===== config.mk =====
export PLATFORM = sky130hd
export DESIGN_NAME = qrs_isqrt
export DESIGN_NICKNAME = d
export VERILOG_FILES = /design/src/rtl/core/qrs_isqrt.sv
export SDC_FILE = /design/constraint.sdc
export NUM_CORES = 2
export LEC_CHECK = 0
export BUFFER_PORTS_ARGS = -buffer_cell sky130_fd_sc_hd__buf_2
export CORE_AREA = 2 2 458 460
export CTS_CLUSTER_SIZE = 14
export DETAILED_ROUTE_END_ITERATION = 7
export DIE_AREA = 0 0 460 462
export HOLD_SLACK_MARGIN = 0.02
export PLACE_DENSITY = 0.8
export SYNTH_ARGS = -nofsm -noshare
export SYNTH_HDL_FRONTEND = slang
export SYNTH_MEMORY_MAX_BITS = 65536
export SYNTH_SLANG_ARGS = --single-unit

===== constraint.sdc =====
create_clock -name clk -period 15.4 [get_ports clk]
set_clock_uncertainty 0.05 [all_clocks]
set_input_delay 0.77 -clock clk [delete_from_list [all_inputs] [get_ports clk]]
set_output_delay 0.77 -clock clk [all_outputs]
set_load 0.05 [all_outputs]

===== src/rtl/core/qrs_isqrt.sv =====
// ----------------------------------------------------------------------------
// qrs_isqrt
// Pipelined integer square root, floor(sqrt(rad)), one root bit per stage;
// stages collapse bubbles under stall.
// ----------------------------------------------------------------------------
module qrs_isqrt #(
    parameter int RAD_W  = 66,
    parameter int SIDE_W = 1
) (
    input  logic                  clk,
    input  logic                  rst_n,
    input  logic                  in_valid,
    output logic                  in_ready,
    input  logic [RAD_W-1:0]      rad,
    input  logic [SIDE_W-1:0]     side,
    output logic                  out_valid,
    input  logic                  out_ready,
    output logic [RAD_W/2-1:0]    root,
    output logic [SIDE_W-1:0]     out_side
);

    localparam int RT_W = RAD_W / 2;

    logic                 valid_reg  [RT_W];
    logic                 valid_prev [RT_W];
    logic                 load       [RT_W+1];
    logic [RAD_W-1:0]     rad_reg    [RT_W];
    logic [RAD_W-1:0]     rad_prev   [RT_W];
    logic [RT_W:0]        rem_reg    [RT_W];
    logic [RT_W:0]        rem_prev   [RT_W];
    logic [RT_W:0]        rem_next   [RT_W];
    logic [RT_W-1:0]      root_reg   [RT_W];
    logic [RT_W-1:0]      root_prev  [RT_W];
    logic [RT_W-1:0]      root_next  [RT_W];
    logic [SIDE_W-1:0]    side_reg   [RT_W];
    logic [SIDE_W-1:0]    side_prev  [RT_W];

    assign load[RT_W] = out_ready;
    assign in_ready   = load[0];
    assign out_valid  = valid_reg[RT_W-1];
    assign root       = root_reg[RT_W-1];
    assign out_side   = side_reg[RT_W-1];

    for (genvar s = 0; s < RT_W; s++) begin : g_stage
        logic [RT_W+2:0] rem_sh;
        logic [RT_W+2:0] trial;
        logic [RT_W+2:0] diff;
        logic            take;

        assign load[s] = ~valid_reg[s] | load[s+1];

        if (s == 0) begin : g_first
            assign valid_prev[s] = in_valid;
            assign rad_prev[s]   = rad;
            assign rem_prev[s]   = '0;
            assign root_prev[s]  = '0;
            assign side_prev[s]  = side;
        end else begin : g_rest
            assign valid_prev[s] = valid_reg[s-1];
            assign rad_prev[s]   = rad_reg[s-1];
            assign rem_prev[s]   = rem_reg[s-1];
            assign root_prev[s]  = root_reg[s-1];
            assign side_prev[s]  = side_reg[s-1];
        end

        assign rem_sh       = {rem_prev[s], rad_prev[s][RAD_W-1 -: 2]};
        assign trial        = {1'b0, root_prev[s], 2'b01};
        assign diff         = rem_sh - trial;
        assign take         = rem_sh >= trial;
        assign rem_next[s]  = take ? diff[RT_W:0] : rem_sh[RT_W:0];
        assign root_next[s] = {root_prev[s][RT_W-2:0], take};

        always_ff @(posedge clk or negedge rst_n)
        begin
            if (!rst_n)
            begin
                valid_reg[s] <= 1'b0;
            end
            else if (load[s])
            begin
                valid_reg[s] <= valid_prev[s];
            end
        end

        always_ff @(posedge clk)
        begin
            if (load[s])
            begin
                rad_reg[s]  <= {rad_prev[s][RAD_W-3:0], 2'b00};
                rem_reg[s]  <= rem_next[s];
                root_reg[s] <= root_next[s];
                side_reg[s] <= side_prev[s];
            end
        end
    end

endmodule


After elaboration in Yosys (flattened, before gate mapping)
Memories as Yosys holds them, arrays and structs flattened.
Cells that the tools add are included.
{"block": "classes", "reduce_logical": 0, "shift": 0, "mux": 99, "bitwise": 66, "magnitude_cmp": 33, "div": 0, "n_eq_ne": 0, "n_mul": 0, "add_sub_neg": 33}
{"op": "$ge A36 B35 Y1", "count": 32}
{"op": "$mux W34", "count": 33}
{"op": "$sub A34 B34 Y34", "count": 32}
{"op": "$mux W1", "count": 66}
{"op": "$not A1 Y1", "count": 33}
{"op": "$or A1 B1 Y1", "count": 33}
{"op": "$sub A2 B1 Y3 const B", "count": 1}
{"op": "$ge A2 B1 Y1 const B", "count": 1}
{"block": "totals", "n_memories": 4, "register_bits": 33, "latch_bits": 0, "ramBits": 4356, "out_inout_bits": 36, "elab_cells": 268, "input_bits": 71, "rom_bits": 0}
{"memory": "rad_reg", "depth": 33, "width": 64, "read_ports": 32, "rd_ports_with_merged_regs": 0, "write_ports": 33, "line_no": "27", "source": "logic [RAD_W-1:0] rad_reg [RT_W];"}
{"memory": "rem_reg", "depth": 33, "width": 34, "read_ports": 32, "rd_ports_with_merged_regs": 0, "write_ports": 33, "line_no": "29", "source": "logic [RT_W:0] rem_reg [RT_W];"}
{"memory": "root_reg", "depth": 33, "width": 33, "read_ports": 33, "rd_ports_with_merged_regs": 0, "write_ports": 33, "line_no": "32", "source": "logic [RT_W-1:0] root_reg [RT_W];"}
{"memory": "side_reg", "depth": 33, "width": 1, "read_ports": 33, "rd_ports_with_merged_regs": 0, "write_ports": 33, "line_no": "35", "source": "logic [SIDE_W-1:0] side_reg [RT_W];"}

Depth between registers and ports, before layout
{"block": "logic_depth", "ltp_word": 36, "ltp_mapped": 15, "ltp_nobuf": 13}

Worst setup path before layout
OpenSTA, ideal clock, no wires.
{"block": "synth_path", "path_kind": "input to register", "start": "input port out_ready", "end": "memory rad_reg[0][0] (netlist bit) (enable)", "required_time_ps": 14129, "t_arrival_ps": 13806, "stages": 11, "path_slack_ps": 324, "n_path_buf": 0, "path_cell_list": "and3b_1 nand4_1 nor2_1 and4_1 nand2_1 nor2_1 inv_1 nor3_1 nand3_1 nor2_1 nand4_1"}
{"item": "start: declaration", "line_no": "17", "source": "input logic out_ready,"}
{"item": "end: declaration", "line_no": "27"}

==> results.py <==
metrics = {
    "global_route": {
        "overflow": 0,
        "grtUsageTotal": 0.241,
        "grt_first_pass_wirelength_mm": 401,
        "grt_pass1_vias": 73200,
        "grt_max_degree": 86,
        "antenna_found_initial": 3,
    },
    "synthesis": {
        "avgSynthCellArea_um2": 13.3,
        "synth_edf_count": 2687,
        "synth_cell_types": 94,
        "yosys_warnings": 0,
        "yosysTopAreaCell": "edfxtp_1",
        "async_flop_share": 0.0121,
        "synth_cells": 9297,
        "synthFlopType": "edfxtp_1",
        "syn-num-nets": 9964,
        "ys_ff_latch": 2720,
        "ys_seq_area_frac": 0.659,
        "synth.top_cell.area_share": 0.652,
        "synthTopCellsByArea": "edfxtp_1 (65%), ha_1 (6.0%), xor2_1 (3.3%)",
        "syn_area_mm2": 0.124,
    },
    "worst_setup_path": {
        "startpoint": "out_valid",
        "cp_top_family": "simple AND/OR/NAND/NOR gates",
        "crit_fanout": 35,
        "r2r-start": "out_valid",
        "end_kind": "primary output",
        "cp-start-kind": "register",
        "crit_slowest_cell": "nand4_1",
        "max_stage_delay_ps": 700,
        "worstPathRequired_ps": 14580,
        "path_class": "reg -> out",
        "ff2ff_setup_slack_ps": 8410,
        "cp_common_cell": "nor2_1",
        "arrival_ps": 7280,
        "cp_num_buf_inv": 3,
        "crit_chain": "and3b_1 -> nand4_1 -> nor2_1 -> and4_1 -> nand2_4 -> nor2_1 -> clkinv_2 -> nor3_1 -> buf_4 -> nand3_4 -> nor2_1 -> nand4_1 -> buf_2",
    },
    "cts": {
        "cts_resized": 0,
        "cts_tree": "yes",
        "cts_root_buf": "clkbuf_16",
        "cts_setup_buffers": 0,
        "clkTransAtPathRegs_ps": 60,
        "clock-sinks": 2720,
        "numCtsBuffers": 290,
        "htreeDepth": 5,
        "clock_path_buffers": 4,
        "clk_latency_ps": 980,
    },
    "route": {
        "viasPerCell": 5.85,
        "via_count": 73900,
        "antenna_left": 0,
        "first_pass_iters": 6,
        "post-route-drc-count": 0,
        "wl_per_cell_um": 20.3,
        "drtIter0Drc": 5960,
        "wl_mm": 257,
    },
    "timing": {
        "hold_violations": 0,
        "finalSetupViolations": 0,
        "max_freq_ghz": 0.124,
        "rsz0062_at_grt": "false",
        "fin_crit_sh": 0.526,
        "holdWs_ps": 82.9,
        "tns_ps": 0,
        "period_needed_ps": 8100,
        "worst_pin_slew_ps": 1220,
        "slew_viol_final": 0,
        "slew_headroom": 0.178,
    },
    "floorplanning": {
        "rows": 168,
        "ios": 107,
        "initial_core_util": 0.595,
        "die_h_um": 462,
        "die_x_um": 460,
        "core_mm2": 0.208,
        "fp.dieArea_mm2": 0.213,
    },
    "layout": {
        "largest_reg_flops": 1056,
        "nets": 10400,
        "drive_above_1_share": 0.0772,
        "seq_area_mm2": 0.0815,
        "multi_input_area_mm2": 0.0392,
        "fillCellCount": 14300,
        "area_growth_pct": 11.3,
        "final_cell_mix": "edfxtp_1 (2687), inv_1 (729), nor2_1 (606), ha_1 (596), a21oi_1 (553)",
        "final_common_cell": "edfxtp_1",
        "fin_area_mm2": 0.138,
    },
    "place": {
        "dp_hpwl_mm": 181,
        "gp_congestion": 0.944,
        "postPlaceCellArea_mm2": 0.128,
        "port_buffers": 106,
    },
    "power": {
        "power.leakage_nw": 56.4,
        "ir_drop_mv": 0.166,
        "power_density_mw_per_mm2": 149,
        "fin_total_pwr_mw": 20.6,
    },
    "hold_path": {
        "hp-class": "in -> reg",
        "hp-start": "in_valid",
    },
    "job": {
        "drv_cap": 0,
    },
    "outcome": {
        "outcome": "finished, final reports clean",
    },
}
==> through the flow <==
step | utilization | instances | setup WS [ps]
2_1_floorplan | - | 9297 | 324
3_3_place_gp | 0.614 | 12100 | 7940
3_5_place_dp | 0.614 | 12100 | 7670
4_1_cts | 0.662 | 12600 | 7090
5_1_grt | 0.662 | 12600 | 6640
6_report | 0.662 | 12600 | 7300
==> per-layer routing <==
layer  wire length [um]  up-vias  GRT usage
li1                   -    35200          -
met1             101000    35800      0.295
met2             132000     2323      0.428
met3              12800      592     0.0327
met4              11100        0      0.102
met5                  0        -          0
==> what timing repair did <==
item / CTS / global route
hold buffers: 66 / 0
endpoints found under the setup margin: 0 / 0
hold endpoints to repair: 98 / 0
==> cell usage after synthesis, types with 127 or more instances <==
| library cell | instances |
|---|---|
| nand3_1 | 147 |
| edfxtp_1 | 2687 |
| a21o_1 | 210 |
| nand2b_1 | 158 |
| xor2_1 | 460 |
| a21oi_1 | 555 |
| nand2_1 | 560 |
| o21ai_0 | 443 |
| nor3_1 | 221 |
| o21a_1 | 127 |
| inv_1 | 738 |
| ha_1 | 596 |
| nor2_1 | 606 |
| xnor2_1 | 404 |
==> path summary, 6_finish.rpt <==
kind,endpoint,cells past startpoint
setup / recovery,in_ready,13
setup reg to reg,rad_reg[0][54],13
min in group asynchronous,valid_prev[26],2
max in group asynchronous,valid_prev[22],2
hold reg to reg,rad_reg[0][359],0
hold / removal,valid_prev[31],2
==> cells by family (layout without fill, tap and decap cells) <==
logic type,count (synthesis),count (layout),share of synthesized area
DFF,2720,2720,0.659
and+or+nand+nor,2376,2376,0.0957
AOI/OAI and AO/OA,1772,1772,0.0889
buffers and inverters,871,1473,0.0266
xor gates and xnor gates,864,864,0.0612
adders and majority gates,596,596,0.0603
muxes,97,97,0.00866
other,1,3,0.0000303
==> layout make-up <==
type,instances,area share
diodes,2,0.0000363
clock buffers,354,0.0557
clock inverters,149,0.0115
inverters,743,0.0203
multi-input cells,5706,0.284
flip-flops and latches,2720,0.592
well taps,2720,0.0247
repair buffers,227,0.0116
==> power by group <==
part	internal (mW)	total (mW)	switching (mW)	leakage, nW
clock network	4.08	6.84	2.76	4.53
logic	1.32	3.13	1.81	24.7
registers	9.67	10.6	0.948	27.2
total	15.1	20.6	5.52	56.4
(Power assumes the default switching activity.)
